--- src/design/srsw_pkg.sv ---
// ----------------------------------------------------------------------------
// srsw_pkg
// Shared types and constants of the selective-repeat sender window.
// ----------------------------------------------------------------------------
package srsw_pkg;

  localparam int MAX_RESULTS         = 16;
  localparam int DEF_WINDOW_SLOTS    = 16;
  localparam int DEF_TIMER_BITS      = 16;
  localparam int CNT_BITS            = $clog2(MAX_RESULTS + 1);

  localparam logic [4:0]  WINDOW_RESET  = 5'd16;
  localparam logic [15:0] TIMEOUT_RESET = 16'd1000;

  typedef enum logic [1:0] {
    OP_SEND = 2'd0,
    OP_ACK  = 2'd1,
    OP_TICK = 2'd2,
    OP_NONE = 2'd3
  } op_t;

  typedef enum logic [2:0] {
    KIND_GRANTED    = 3'd0,
    KIND_REFUSED    = 3'd1,
    KIND_ACK_OK     = 3'd2,
    KIND_ACK_IGNORE = 3'd3,
    KIND_RETRANSMIT = 3'd4
  } kind_t;

  // Register indexes on the configuration port.
  typedef enum logic {
    REG_WINDOW  = 1'b0,
    REG_TIMEOUT = 1'b1
  } reg_t;

  typedef enum logic [2:0] {
    ST_IDLE,
    ST_SLIDE,
    ST_LOAD,
    ST_SCAN,
    ST_EMIT
  } state_t;

  // Strobes from the controller to one slot cell.
  typedef struct packed {
    logic tick;
    logic send;
    logic ack;
    logic slide;
    logic renew;
  } slot_ctrl_t;

endpackage

--- src/design/srsw_sort_cell.sv ---
// ----------------------------------------------------------------------------
// srsw_sort_cell
// One cell of the sorted retransmit chain, oldest entry at the head.
// ----------------------------------------------------------------------------
module srsw_sort_cell
  import srsw_pkg::*;
#(
  parameter int IDX_BITS = 4
) (
  input  logic                clk,
  input  logic                rst,
  input  logic                clear,
  input  logic                ins,
  input  logic                pop,
  input  logic [31:0]         new_age,
  input  logic [IDX_BITS-1:0] new_idx,
  input  logic                prev_keep,
  input  logic                prev_valid,
  input  logic [31:0]         prev_age,
  input  logic [IDX_BITS-1:0] prev_idx,
  input  logic                nxt_valid,
  input  logic [31:0]         nxt_age,
  input  logic [IDX_BITS-1:0] nxt_idx,
  output logic                keep,
  output logic                valid,
  output logic [31:0]         age,
  output logic [IDX_BITS-1:0] idx
);

  // An entry of equal age stays ahead, so equal ages keep slot order.
  assign keep = valid && (age >= new_age);

  always_ff @(posedge clk) begin
    if (rst || clear) begin
      valid <= 1'b0;
    end else if (ins && !keep) begin
      valid <= prev_keep ? 1'b1 : prev_valid;
    end else if (pop) begin
      valid <= nxt_valid;
    end
  end

  always_ff @(posedge clk) begin
    if (ins && !keep) begin
      age <= prev_keep ? new_age : prev_age;
      idx <= prev_keep ? new_idx : prev_idx;
    end else if (pop) begin
      age <= nxt_age;
      idx <= nxt_idx;
    end
  end

endmodule

--- config.mk ---
export PLATFORM = sky130hd
export DESIGN_NAME = srsw_sort_cell
export DESIGN_NICKNAME = d
export VERILOG_FILES = /design/src/design/srsw_pkg.sv /design/src/design/srsw_sort_cell.sv
export SDC_FILE = /design/constraint.sdc
export NUM_CORES = 1
export LEC_CHECK = 0
export ABC_AREA = 0
export BUFFER_PORTS_ARGS = -buffer_cell sky130_fd_sc_hd__buf_4
export CAP_MARGIN = 20
export CORE_ASPECT_RATIO = 1.5
export CORE_MARGIN = 2
export CORE_UTILIZATION = 47
export CTS_BUF_LIST = sky130_fd_sc_hd__clkbuf_4
export DETAILED_ROUTE_END_ITERATION = 16
export GPL_TIMING_DRIVEN = 1
export HOLD_SLACK_MARGIN = 0.1
export PLACE_DENSITY = 0.84
export SYNTH_ARGS = -nofsm -noshare
export SYNTH_HDL_FRONTEND = slang
export SYNTH_SLANG_ARGS = --single-unit
--- constraint.sdc ---
create_clock -name clk -period 3 [get_ports clk]
set_input_delay 0.15 -clock clk [delete_from_list [all_inputs] [get_ports clk]]
set_output_delay 0.15 -clock clk [all_outputs]
set_load 0.03 [all_outputs]
==> metrics, run 1 <==
gr usage total=24.0%; critical path required time=3.11 ns; initial antenna violation count=0; Die Wd=67.4 µm; critical path type=reg -> reg; most frequent cells in the layout=buf_4, mux2_2, dlygate4sd3_1; Max Root-Sink Buffers=2; share of post-route cells with drive strength above 1=50.7%; Routed WL per cell=15.7 µm; floorplan die height=99.1 µm; first-pass GRT wire length=12,100 µm; endpoint arrival time on the critical path=2.94 ns; Synthesis Warnings=0; initial core utilization=48.6%; area grow syn2layout=57.2%; total power=1.57 mW; flop2flop setup slack=0.16 ns; DRC viols=0; I/O Pins=154; TritonRoute pass-1 iters=4; Max Slew Vio Count=0; slew margin rel.=38.4%; CTS buffer count=5; Layout Nets=581; Reg-to-Reg Start=age[2]$_DFFE_PP_; Clock Latency Late Sink=0.35 ns; Die Area=6680 µm²; PwrDens=352 nW/µm²; Worst setup EP type=flip-flop; cell area after synthesis=2830 µm²; commonest non-fill, non-tap cell in the layout=buf_4; number of routed nets with antenna violations=0; vias per cell=5.13; CTS tree=done; CTS clk-pin slew, worst paths=0.13 ns; core box area=5830 µm²; hold path depth=2; H-tree Lvls=2; status=complete, no violations; CP endpoint=age[11]$_DFFE_PP_; Leak=2.13 nW; hpwl dp=5630 µm; grt total ovfl=0; Max Freq=353 MHz; number of diodes=0; top-area cell type share of the netlist area=38.2%; Area contributors post-synth=edfxtp_1, mux2_2, ha_1, mux2_1, inv_1; flops & latches, synth=37; vias in the first global route=2,793; Avg Cell Area, Syn=11.7 µm²; Root Driver=clkbuf_4; Tcrit/Tclk final=94.5%; PortBufs=153; pin slew with the least headroom to its limit=0.924 ns; Final Worst Setup Slack=0.165 ns; Place WS=0.161 ns; cells after synthesis=243; Routed WL=7970 µm; largest net degree at the start of global routing=38; Reg2Reg Depth=8; count of cell types in the netlist=26; clk_skew=0.0141 ns; RSZ-0062 raised after global routing=yes; post-route minimum period=2.84 ns; Worst Setup SP=age[2]$_DFFE_PP_; syn nets=391; Critical Path Source Type=flip-flop; # rows=34; Fillers=387; crit-path max FO=37; setup TNS=0 ns; Max VDD drop=0.304 mV; Max Cap Viol=0; Final Hold Viols=0; final setup vio count=0; post-synth top area cell=edfxtp_1; CTS sink cnt=37; Hold Path Class=in -> reg; register area share after synthesis=38.9%; Iteration-0 DRC Markers=63; global placement routability congestion=0.753; FF-to-FF End=age[11]$_DFFE_PP_; routed via count=2,598
[kinds of logic after synthesis]
kind of cell / Yosys count / share of synthesized area, %
flops: 37 / 38.9
fa+ha+maj: 32 / 14.1
simple gates: 24 / 4.24
buf+inv: 43 / 6.63
compound gates: 33 / 6.76
mux: 74 / 29.4
[how the worst min path moves through the flow]
stage                           start                  to  slack, ns
final                     nxt_age[17]   age[17]$_DFFE_PP_       0.12
after global routing            clear  valid$_SDFFE_PP0P_       0.12
after CTS                 nxt_age[10]   age[10]$_DFFE_PP_       0.10
after detailed placement  nxt_age[28]   age[28]$_DFFE_PP_       0.44
after global placement            rst  valid$_SDFFE_PP0P_       0.42
after floorplan                   rst  valid$_SDFFE_PP0P_       0.32
[synth_stat cells, drive strengths merged]
library cell	n
a311oi	1
mux2	73
a211oi	2
nand2	13
a31o	1
o21ai	12
mux2i	1
or2	1
ha	32
buf	4
a21oi	16
nor2b	1
nor4	1
dfxtp	1
inv	35
nand4	2
nand3	1
clkbuf	4
nor2	3
edfxtp	36
o211ai	1
and4	2
[metal layers]
layer / vias up / wire length, µm / global-route usage [%]
met3: 22 / 480 / 5.71
met4: 0 / 225 / 10.0
met5: - / 0 / 0
li1: 1268 / - / -
met1: 1195 / 2700 / 23.0
met2: 113 / 4560 / 46.3
[stage by stage]
stage,instance area [µm²],cells,utilization [%],hold slack (ns)
2_1_floorplan,2830,243,-,0.321
3_3_place_gp,4030,461,69.2,0.418
3_5_place_dp,4030,461,69.2,0.437
4_1_cts,4390,500,75.4,0.101
5_1_grt,4450,506,76.4,0.117
6_report,4450,506,76.4,0.118
[layout make-up]
cell class,count,area [µm²],area share (%)
Clock buffer,5,37.5,0.843
Clock inverter,3,12.5,0.281
Inverter,35,131,2.95
Multi-Input combinational cell,163,1560,34.9
Sequential cell,37,1100,24.7
Tap cell,72,90.1,2.02
Timing Repair Buffer,191,1530,34.3
[power by group]
group | internal, mW | total (mW) | switching [mW]
clock | 0.0850 | 0.261 | 0.176
combinational | 0.331 | 0.640 | 0.309
sequential | 0.637 | 0.667 | 0.0301
[sequential cells by signal, summed over array words and instances, names as in the netlist]
name / flops
valid: 1
age: 32
idx: 4
[what timing repair did]
item / 4_1_cts / 5_1_grt
setup endpoints to repair: 0 / 10
setup buffers: 0 / 0
hold endpoints to repair: 30 / 6
hold buffers: 31 / 6
gates resized for setup: 0 / 0
[critical path: stages (launching register included)]
cell	delay (ns)
edfxtp_1	0.44
ha_1	0.31
a211oi_1	0.24
o21ai_1	0.09
a21oi_1	0.17
o21ai_1	0.15
a311oi_4	0.28
buf_4	0.49
mux2_2	0.40
(Power assumes the default switching activity.)
==> run 2, diff against run 1 <==
==> constraint.sdc (replaced) <==
create_clock -name clk -period 2.8 [get_ports clk]
set_input_delay 0.14 -clock clk [delete_from_list [all_inputs] [get_ports clk]]
set_output_delay 0.14 -clock clk [all_outputs]
set_load 0.03 [all_outputs]
==> metrics, run 2 (synthesis gave the netlist of run 1 again) <==
routed via count=2,572; CTS sink cnt=37; largest net degree at the start of global routing=38; crit-path max FO=20; vias per cell=5.05; core box area=5830 µm²; Clock Latency Late Sink=0.34 ns; Routed WL=7840 µm; Critical Path Source Type=flip-flop; register name with the most flops=age; pin slew with the least headroom to its limit=0.486 ns; Core Util, Final=78.1%; CTS tree=done; Endpoint, Worst Hold=age[6]$_DFFE_PP_; Hold Path Class=in -> reg; gr usage total=24.3%; clk_skew=0.00967 ns; Iteration-0 DRC Markers=34; Max Freq=380 MHz; flop2flop setup slack=0.17 ns; H-tree Lvls=2; endpoint arrival time on the critical path=2.72 ns; Die Area=6680 µm²; critical path type=reg -> reg; status=complete, no violations; Post-Layout Cell Count=509; critical path required time=2.89 ns; number of diodes=0; HP Start=nxt_age[6]; vias in the first global route=2,752; hold path depth=2; Die Wd=67.4 µm; post-route minimum period=2.63 ns; max FFs per register=32; Leak=2.18 nW; Final Cell Area=4550 µm²; initial core utilization=48.6%; # rows=34; Max Root-Sink Buffers=2; share of post-route cells with drive strength above 1=51.7%; Routed WL per cell=15.4 µm; Placed Area=4090 µm²; number of routed nets with antenna violations=0; Max Cap Viol=0; global placement routability congestion=0.805; most frequent cells in the layout=buf_4, mux2_2, edfxtp_1, dlygate4sd3_1, inv_1; grt total ovfl=0; I/O Pins=154; TritonRoute pass-1 iters=4; commonest non-fill, non-tap cell in the layout=buf_4; Max Slew Vio Count=0; area grow syn2layout=60.8%; Reg2Reg Depth=8; Fillers=378; Tcrit/Tclk final=94.0%; Root Driver=clkbuf_4; Reg-to-Reg Start=age[2]$_DFFE_PP_; CTS clk-pin slew, worst paths=0.12 ns; Largest regs=age: 32 flops, idx: 4 flops, valid: 1 flops; PwrDens=411 nW/µm²; Worst setup EP type=flip-flop; FF-to-FF End=age[16]$_DFFE_PP_; Layout Nets=584; hpwl dp=5820 µm; DRC viols=0; Max VDD drop=0.302 mV; RSZ-0062 raised after global routing=yes; initial antenna violation count=0; PortBufs=153; Final Hold Viols=0; CTS buffer count=5; floorplan die height=99.1 µm; slew margin rel.=67.6%; first-pass GRT wire length=12,300 µm; final setup vio count=0; Placed Cells=465
## run 2: power by group
part | leakage (nW) | total [mW] | internal (mW) | switching [mW]
combinational | 1.75 | 0.695 | 0.363 | 0.331
sequential | 0.374 | 0.717 | 0.682 | 0.0349
clock | 0.0552 | 0.460 | 0.276 | 0.183
total | 2.18 | 1.87 | 1.32 | 0.549
## run 2: per-layer routing
| layer | global-route usage (%) | up-vias | part of all wire (%) |
|---|---|---|---|
| met5 | 0 | - | 0 |
| li1 | - | 1270 | - |
| met4 | 8.79 | 0 | 2.9 |
| met2 | 47.5 | 100 | 58 |
| met1 | 23.7 | 1182 | 33 |
| met3 | 4.91 | 20 | 5.6 |
## run 2: how the worst max path moves through the flow
| stage | end | startpoint | slack (ns) | cells after the start |
|---|---|---|---|---|
| floorplan | age[0]$_DFFE_PP_ | age[27]$_DFFE_PP_ | 0.1 | 9 |
| global placement | age[13]$_DFFE_PP_ | age[2]$_DFFE_PP_ | 0.22 | 9 |
| detailed placement | age[10]$_DFFE_PP_ | age[2]$_DFFE_PP_ | 0.17 | 9 |
| CTS | age[30]$_DFFE_PP_ | age[2]$_DFFE_PP_ | 0.14 | 9 |
| global route | age[31]$_DFFE_PP_ | age[2]$_DFFE_PP_ | -0.004 | 9 |
| finish | age[16]$_DFFE_PP_ | age[2]$_DFFE_PP_ | 0.17 | 8 |
## run 2: cell type report
| type | instances | area (µm²) | share of cell area (%) |
|---|---|---|---|
| clock inverter | 3 | 65.1 | 1.43 |
| timing repair buffer | 194 | 1570 | 34.5 |
| clock buffer | 5 | 37.5 | 0.824 |
| sequential | 37 | 1100 | 24.2 |
| inverter | 35 | 131 | 2.88 |
| multi-input combinational | 163 | 1560 | 34.2 |
| tap | 72 | 90.1 | 1.98 |
## run 2: critical path, stage by stage, from the launching register on
cell and delay [ns]:
edfxtp_1 0.41, ha_1 0.30, a211oi_1 0.22, o21ai_1 0.10
a21oi_1 0.19, o21ai_1 0.16, a311oi_4 0.29, buf_4 0.32
mux2_1 0.38
## run 2: metrics by stage
stage	hold WS [ns]	TNS (ns)	worst slack [ns]	power, mW
finish	0.115	0	0.169	1.87
CTS	0.108	0	0.142	1.88
global route	0.104	-0.0665	-0.00366	1.97
floorplan	0.311	0	0.0958	1.10
global placement	0.408	0	0.223	1.36
detailed placement	0.409	0	0.170	1.38
## run 2: repair_timing
| item | CTS | global route |
|---|---|---|
| resized for setup | 0 | 0 |
| endpoints found under the hold margin | 32 | 2 |
| hold buffers | 34 | 2 |
| setup buffers | 0 | 0 |
| setup endpoints to repair | 0 | 27 |
