==> config.mk <==
export PLATFORM = sky130hd
export DESIGN_NAME = srsw_slot
export DESIGN_NICKNAME = d
export VERILOG_FILES = /design/src/design/srsw_pkg.sv /design/src/design/srsw_slot.sv
export SDC_FILE = /design/constraint.sdc
export NUM_CORES = 1
export LEC_CHECK = 0
export ABC_CLOCK_PERIOD_IN_PS = 2600
export BUFFER_PORTS_ARGS = -buffer_cell sky130_fd_sc_hd__buf_2
export CAP_MARGIN = 5
export CORE_MARGIN = 2
export CORE_UTILIZATION = 50
export DETAILED_ROUTE_END_ITERATION = 8
export PLACE_DENSITY = 0.75
export SLEW_MARGIN = 20
export SYNTH_ARGS = -nofsm -noshare
export SYNTH_HDL_FRONTEND = slang
export SYNTH_SLANG_ARGS = --single-unit
export TNS_END_PERCENT = 1
==> constraint.sdc <==
create_clock -name clk -period 2.6 [get_ports clk]
set_input_delay 0 -clock clk [delete_from_list [all_inputs] [get_ports clk]]
set_output_delay 0 -clock clk [all_outputs]
set_load 0.01 [all_outputs]
==> src/design/srsw_pkg.sv <==
// ----------------------------------------------------------------------------
// srsw_pkg
// Shared types and constants of the selective-repeat sender window.
// ----------------------------------------------------------------------------
package srsw_pkg;

  localparam int MAX_RESULTS         = 16;
  localparam int DEF_WINDOW_SLOTS    = 16;
  localparam int DEF_TIMER_BITS      = 16;
  localparam int CNT_BITS            = $clog2(MAX_RESULTS + 1);

  localparam logic [4:0]  WINDOW_RESET  = 5'd16;
  localparam logic [15:0] TIMEOUT_RESET = 16'd1000;

  typedef enum logic [1:0] {
    OP_SEND = 2'd0,
    OP_ACK  = 2'd1,
    OP_TICK = 2'd2,
    OP_NONE = 2'd3
  } op_t;

  typedef enum logic [2:0] {
    KIND_GRANTED    = 3'd0,
    KIND_REFUSED    = 3'd1,
    KIND_ACK_OK     = 3'd2,
    KIND_ACK_IGNORE = 3'd3,
    KIND_RETRANSMIT = 3'd4
  } kind_t;

  // Register indexes on the configuration port.
  typedef enum logic {
    REG_WINDOW  = 1'b0,
    REG_TIMEOUT = 1'b1
  } reg_t;

  typedef enum logic [2:0] {
    ST_IDLE,
    ST_SLIDE,
    ST_LOAD,
    ST_SCAN,
    ST_EMIT
  } state_t;

  // Strobes from the controller to one slot cell.
  typedef struct packed {
    logic tick;
    logic send;
    logic ack;
    logic slide;
    logic renew;
  } slot_ctrl_t;

endpackage

==> src/design/srsw_slot.sv <==
// ----------------------------------------------------------------------------
// srsw_slot
// State of one window slot: flags, retransmit countdown and send order.
// ----------------------------------------------------------------------------
module srsw_slot
  import srsw_pkg::*;
#(
  parameter int TIMER_BITS = DEF_TIMER_BITS
) (
  input  logic                  clk,
  input  logic                  rst,
  input  slot_ctrl_t            ctrl,
  input  logic [TIMER_BITS-1:0] load_value,
  input  logic [31:0]           order_counter,
  output logic                  outstanding,
  output logic                  acked,
  output logic                  expired,
  output logic [31:0]           age
);

  logic [TIMER_BITS-1:0] countdown;
  logic [31:0]           send_order;

  always_ff @(posedge clk) begin
    if (rst) begin
      outstanding <= 1'b0;
      acked       <= 1'b0;
    end else if (ctrl.send) begin
      outstanding <= 1'b1;
      acked       <= 1'b0;
    end else if (ctrl.ack) begin
      outstanding <= 1'b0;
      acked       <= 1'b1;
    end else if (ctrl.slide) begin
      acked       <= 1'b0;
    end
  end

  always_ff @(posedge clk) begin
    if (ctrl.send || ctrl.renew) begin
      countdown  <= load_value;
      send_order <= order_counter;
    end else if (ctrl.tick && outstanding && countdown != '0) begin
      countdown  <= countdown - 1'b1;
    end
  end

  assign expired = outstanding && (countdown == '0);
  assign age     = order_counter - send_order;

endmodule

==> reports/metrics.yaml, run 1 <==
register_area_sq_um: 1481
slew-limit-headroom: 0.4746
die_w_um: 91.75
grt_max_degree: 37
grt_use_total: 0.2192
post-route-period-util: 1.075
boundaryPins: 90
io_buffers: 89
top_usage_layer: "met2"
vias_per_cell: 5.220
slew_violations: 0
gr-total-overflow: 0
setup_slack_ps: -193.7
crit_type: "reg2out"
status: "complete, but fails checks"
rr_worst_depth: 5
crit_arrival_ps: 2790
syn_area_per_cell_sq_um: 9.322
numClockSinks: 50
nets: 638
cp.required_ps: 2600
cp-end-kind: "output pin"
clock_latency_ps: 310
drt_drc_violations_left: 0
rows: 31
grt_pass1_vias: 3398
holdPathStages: 3
ys_async_sr_fraction: 0
drt-pass1-iter-count: 4
cts_buffers: 5
period_minus_slack_ps: 2794
post-dp-hpwl_um: 6414
gr-usage-met1: 0.2876
critPathLaunchType: "flip-flop"
power_leakage_nw: 2.307
fmax_ghz: 0.3579
rsz0062_at_grt: "yes"
p_per_area_nw_per_um2: 521.2
dpl-instance-area_sq_um: 4377
ys_warn_count: 0
grt_pass1_wl_um: 15260
tightest_slew_ps: 788.1
fin_area_sq_um: 5039
drt_iter0_drc: 190
detail-route-antenna-nets: 0
dp_slack_ps: -17.95
synth-seq-cells: 50
die_area_sq_um: 8418
wl_per_cell_um: 13.79
p_total_mw: 2.626
area_delta_synth_final_pct: 30.87
core-area_sq_um: 7370
synth-edff-count: 48
via_count: 3388
max_cap_violations: 0
antenna_found_initial: 0
path_max_fanout: 3
n_antenna_cell: 0
cts_max_level: 2
fillers: 612
gp_congestion: 0.9291
failed_checks: "negative setup slack"
path_clk_slew_ps: 110
die_y_um: 91.75
synth.yosys.seq_area_share: 0.3848
fin_skew_ps: 10.66
hold_path_class: "in2reg"
hold_viol_final: 0
cts_tree: "built"
syn-num-nets: 502
initial_utilization: 0.5224
gr-usage-met2: 0.3830
clock-root-buffer: "clkbuf_8"
multiInputGateArea_sq_um: 2181
synth_flop_cell: "edfxtp_1"
use_met3: 0.03451
mappedNetlistArea_sq_um: 3850
cts_max_path_buffers: 2
worst_ir_drop_vdd_mv: 0.3025
drive_gt1_frac: 0.2327
routed_wirelength_um: 8949
setup_viol: 11
netlist_instances: 413
synth_cell_types: 49
-- synthesized netlist by cell type, types with 2 or more instances --
library cell,n,area share
a21oi_1,28,0.036
o21ai_0,22,0.029
nor3_1,8,0.010
nand2_1,45,0.044
a41oi_2,3,0.013
nor2_1,26,0.025
xor2_1,16,0.036
xnor2_1,25,0.057
and2_1,2,0.0032
inv_1,45,0.044
o21a_1,4,0.0078
a211o_1,3,0.0068
o22ai_2,2,0.0065
a211oi_1,3,0.0058
nand3_1,9,0.012
a21oi_2,5,0.011
a21o_1,18,0.035
dfxtp_1,2,0.010
edfxtp_1,48,0.37
nor2b_1,4,0.0065
nand4_1,7,0.011
o31ai_2,2,0.0065
and3_1,2,0.0032
o21ai_1,6,0.0078
nor4_1,4,0.0065
a31oi_1,3,0.0049
o21bai_1,5,0.0098
ha_1,33,0.11
clkbuf_1,13,0.013
-- layout by cell type (no fill, tap or decap), types with 2 or more instances in the layout --
cell type,count
buf_4,4
and3_1,2
nor3_1,8
dfxtp_1,2
a21oi_2,6
nand4_1,7
o21ai_1,7
and2_1,2
o21ai_0,21
a211o_1,3
o21a_1,4
a21o_1,18
a21oi_1,27
clkbuf_8,5
nor4_1,4
clkinv_4,2
a41oi_2,3
o21bai_1,5
buf_2,89
a211oi_1,3
ha_1,32
nand3_1,9
dlygate4sd3_1,51
nand2_1,45
inv_1,45
nor2_1,26
xor2_1,16
edfxtp_1,48
nor2b_1,4
a31oi_4,2
xnor2_1,25
-- path summary, 6_finish.rpt --
kind	start	end	slack (ps)
setup / recovery	send_order[0]	age[30]	-190
hold / removal	load_value[3]	countdown[3]	20
setup reg to reg	countdown[9]	countdown[1]	350
hold reg to reg	countdown[0]	countdown[0]	690
-- power by group --
group          internal [mW]  switching [mW]  leakage (nW)
sequential             0.969          0.0384         0.509
combinational          0.504           0.619          1.75
clock                  0.200           0.295        0.0502
total                   1.67           0.953          2.31
-- metrics by stage --
stage	hold slack, ps	setup TNS, ps	cells	util
finish	15.46	-1280	649	0.6837
global route	55.15	-3174	649	0.6837
CTS	8.965	-1314	649	0.6823
detailed placement	187.2	-49.78	589	0.5939
global placement	174.0	0	589	0.5939
floorplan	72.38	0	413	-
-- final cells by class --
cell class	instances	area share
clock inverters	3	0.005711
flip-flops and latches	50	0.2940
inverters	45	0.03352
repair buffers	144	0.1957
clock buffers	5	0.01366
well taps	99	0.02458
multi-input cells	303	0.4328
-- repair_timing --
| action | CTS | global route |
|---|---|---|
| endpoints found under the setup margin | 16 | 18 |
| pin swaps | 4 | 4 |
| gates resized for setup | 6 | 3 |
| setup buffers | 1 | 0 |
| hold buffers | 51 | 0 |
| hold endpoints to repair | 49 | 0 |
-- flip-flops by register name, indices dropped and copies added, names as in the netlist --
| signal | count |
|---|---|
| send_order | 32 |
| countdown | 16 |
| acked | 1 |
| outstanding | 1 |
-- layer usage --
| metal | vias to the layer above | part of all wire |
|---|---|---|
| li1 | 1726 | - |
| met1 | 1565 | 0.45 |
| met2 | 90 | 0.49 |
| met3 | 7 | 0.047 |
| met4 | 0 | 0.0085 |
| met5 | - | 0 |
-- worst max-delay path: stages (launching register included) --
cell	delay (ps)
edfxtp_1	380
ha_2	200
fa_2	340
and2b_1	230
o211ai_2	110
a31oi_4	200
o22ai_4	120
o21ai_2	240
a21oi_2	130
o21ai_1	180
xor2_1	190
buf_2	160
-- logic make-up after synthesis --
group	Yosys count	synth area share
simple gates	113	0.1326
xor+xnor	41	0.09327
buf+inv	60	0.06077
fa+ha+maj	34	0.1124
flops	50	0.3848
compound gates	115	0.2161
Note: power is estimated with default switching activity, not from simulation.
==> inputs of run 2 (changes only) <==
--- a/config.mk
+++ b/config.mk
@@ -5,13 +5,15 @@
 export SDC_FILE = /design/constraint.sdc
 export NUM_CORES = 1
 export LEC_CHECK = 0
+export ABC_AREA = 1
 export ABC_CLOCK_PERIOD_IN_PS = 2600
 export BUFFER_PORTS_ARGS = -buffer_cell sky130_fd_sc_hd__buf_2
 export CAP_MARGIN = 5
+export CORE_ASPECT_RATIO = 1.4
 export CORE_MARGIN = 2
-export CORE_UTILIZATION = 50
+export CORE_UTILIZATION = 57
 export DETAILED_ROUTE_END_ITERATION = 8
-export PLACE_DENSITY = 0.75
+export PLACE_DENSITY = 0.82
 export SLEW_MARGIN = 20
 export SYNTH_ARGS = -nofsm -noshare
 export SYNTH_HDL_FRONTEND = slang
==> reports/metrics.yaml, run 2 <==
status: "complete, but fails checks"
failed_checks: "negative hold slack"
top_register: "send_order"
cp-end-kind: "output pin"
setup_viol: 0  # -11
clock_latency_ps: 320  # about the same
via_count: 4733  # +40%
drt-pass1-iter-count: 5  # +1
mostFrequentLayoutCell: "nand2_1"
fin_cells: 948  # +46%
cts_tree: "built"
cts_buffers: 5  # unchanged
crit_type: "reg2out"
boundaryPins: 90  # unchanged
nets: 936  # +47%
synth_area_leader_cell: "edfxtp_1"
p_total_mw: 2.769  # +5.5%
synth_flop_cell: "edfxtp_1"
multiInputGateArea_sq_um: 2436  # +12%
cp.required_ps: 2600  # about the same
area_delta_synth_final_pct: 25.22
dpl-instance-area_sq_um: 5134  # +17%
dp_slack_ps: 617.6  # +635.5 ps
n_antenna_cell: 0  # unchanged
grt_pass1_wl_um: 19250  # +26%
netlist_instances: 705  # +71%
synth.area.top_cells: "edfxtp_1 32%, nand2_1 21%, inv_1 14%, ha_1 9.1%, nor2_1 5.3%"
hold_path_class: "in2reg"
dp_cells: 895  # +52%
synth_cell_types: 26  # -47%
largest_reg_flops: 32  # unchanged
gr-total-overflow: 0  # unchanged
max_cap_violations: 0  # unchanged
die_area_sq_um: 8722  # +3.6%
power_leakage_nw: 3.330  # +44%
syn_area_per_cell_sq_um: 6.453  # -31%
clock-root-buffer: "clkbuf_8"
drt_iter0_drc: 226  # +19%
post-route-period-util: 0.9123  # -0.1622
fin_skew_ps: 8.247  # -2.415 ps
slew_violations: 0  # unchanged
numClockSinks: 50  # unchanged
p_per_area_nw_per_um2: 486.2  # -6.7%
fin_area_sq_um: 5697  # +13%
fillers: 651  # +6.4%
routed_wirelength_um: 11690  # +31%
synth-edff-count: 48  # unchanged
reg.largest.list: "send_order: 32 flops, countdown: 16 flops"
post-dp-hpwl_um: 9190  # +43%
drt_drc_violations_left: 0  # unchanged
path_max_fanout: 3  # unchanged
tns_ps: 0  # +1280 ps
core-area_sq_um: 7750  # +5.2%
grt_pass1_vias: 4644  # +37%
antenna_found_initial: 0  # unchanged
worst_hold_slack_ps: -3.517  # -18.98 ps
vias_per_cell: 4.993  # -4.4%
final_util: 0.7351  # +0.05136
fmax_ghz: 0.4216  # +18%
io_buffers: 89  # unchanged
mostFrequentLayoutCells: "259 x nand2_1, 165 x inv_1, 89 x buf_2"
path_clk_slew_ps: 110  # about the same
worst_ir_drop_vdd_mv: 0.4619  # +53%
rows: 38  # +23%
grt_use_total: 0.2802  # +0.06098
die_w_um: 79.51  # -13%
synth_top_area_frac: 0.3168  # -0.05756
yosys-top-cells-count: "259 x nand2_1, 165 x inv_1, 64 x nor2_1"
slew-limit-headroom: 0.5532  # +0.07866
detail-route-antenna-nets: 0  # unchanged
crit_arrival_ps: 2370  # -420 ps
syn-num-nets: 794  # +58%
rsz0062_at_grt: "no"
period_minus_slack_ps: 2372  # -421.8 ps
wl_per_cell_um: 12.34  # -11%
die_y_um: 109.7  # +20%
drive_gt1_frac: 0.1392  # -0.09358
setup_slack_ps: 228.0  # +421.8 ps
grt_max_degree: 27  # -27%
synth.yosys.seq_area_share: 0.3256  # -0.05916
cts_max_level: 2  # unchanged
initial_utilization: 0.5870  # +0.06461
hold_viol_final: 1  # +1
critPathLaunchType: "flip-flop"
gp_congestion: 1.059  # +14%
ys_warn_count: 0  # unchanged
cts_max_path_buffers: 2  # unchanged
cts.repair.resized: 0  # -6
mappedNetlistArea_sq_um: 4549  # +18%
tightest_slew_ps: 668.5  # -119.6 ps
synth.most_common_cell: "nand2_1"
register_area_sq_um: 1481  # unchanged
synth-seq-cells: 50  # unchanged
ys_async_sr_fraction: 0  # unchanged
[run 2: final cells by class]
| class | instances | share of cell area |
|---|---|---|
| Clock buffer | 5 | 0.01208 |
| Clock inverter | 3 | 0.007687 |
| Inverter | 166 | 0.1094 |
| Multi-Input combinational cell | 487 | 0.4276 |
| Sequential cell | 50 | 0.2600 |
| Tap cell | 100 | 0.02196 |
| Timing Repair Buffer | 137 | 0.1612 |
[run 2: path summary, 6_finish.rpt]
kind                                     from            to  slack (ps)  depth (start not counted)
worst min register to register          acked         acked         560                          2
worst max-delay path            send_order[0]       age[28]         230                         12
worst max register to register   countdown[3]  countdown[5]         710                          6
worst min-delay path                  ctrl[2]         acked          -4                          3
[run 2: power by group]
part / total [mW] / internal [mW] / switching (mW)
logic: 1.18 / 0.459 / 0.725
registers: 1.00 / 0.968 / 0.0350
clock network: 0.582 / 0.289 / 0.293
[run 2: cells by family (layout without fill, tap and decap cells)]
family | count (synthesis) | after routing | synth area share
compound gates | 44 | 44 | 0.05363
xor+xnor | 20 | 20 | 0.03850
fa+ha+maj | 34 | 34 | 0.09516
buf+inv | 168 | 311 | 0.1389
flops | 50 | 50 | 0.3256
simple gates | 389 | 389 | 0.3482
[run 2: worst max-delay path: stages, from the launching register on]
cell and delay, ps:
edfxtp_1 380, ha_1 220, fa_1 420, inv_1 110, nand3_1 90, nand3_1 160, nand3_1 90, nand3_1 140
nand2_1 90, nand2_1 70, nand2_1 40, nand2_1 80, buf_2 140
[run 2: repair_timing]
item / 4_1_cts / 5_1_grt
endpoints found under the hold margin: 44 / 0
buffers inserted: 0 / 0
hold buffers: 45 / 0
[run 2: routing by layer]
layer	GRT usage	part of all wire	up-vias
li1	-	-	2435
met1	0.2894	0.38	2085
met2	0.5456	0.53	177
met3	0.03612	0.053	36
met4	0.1355	0.036	0
met5	0	0	-
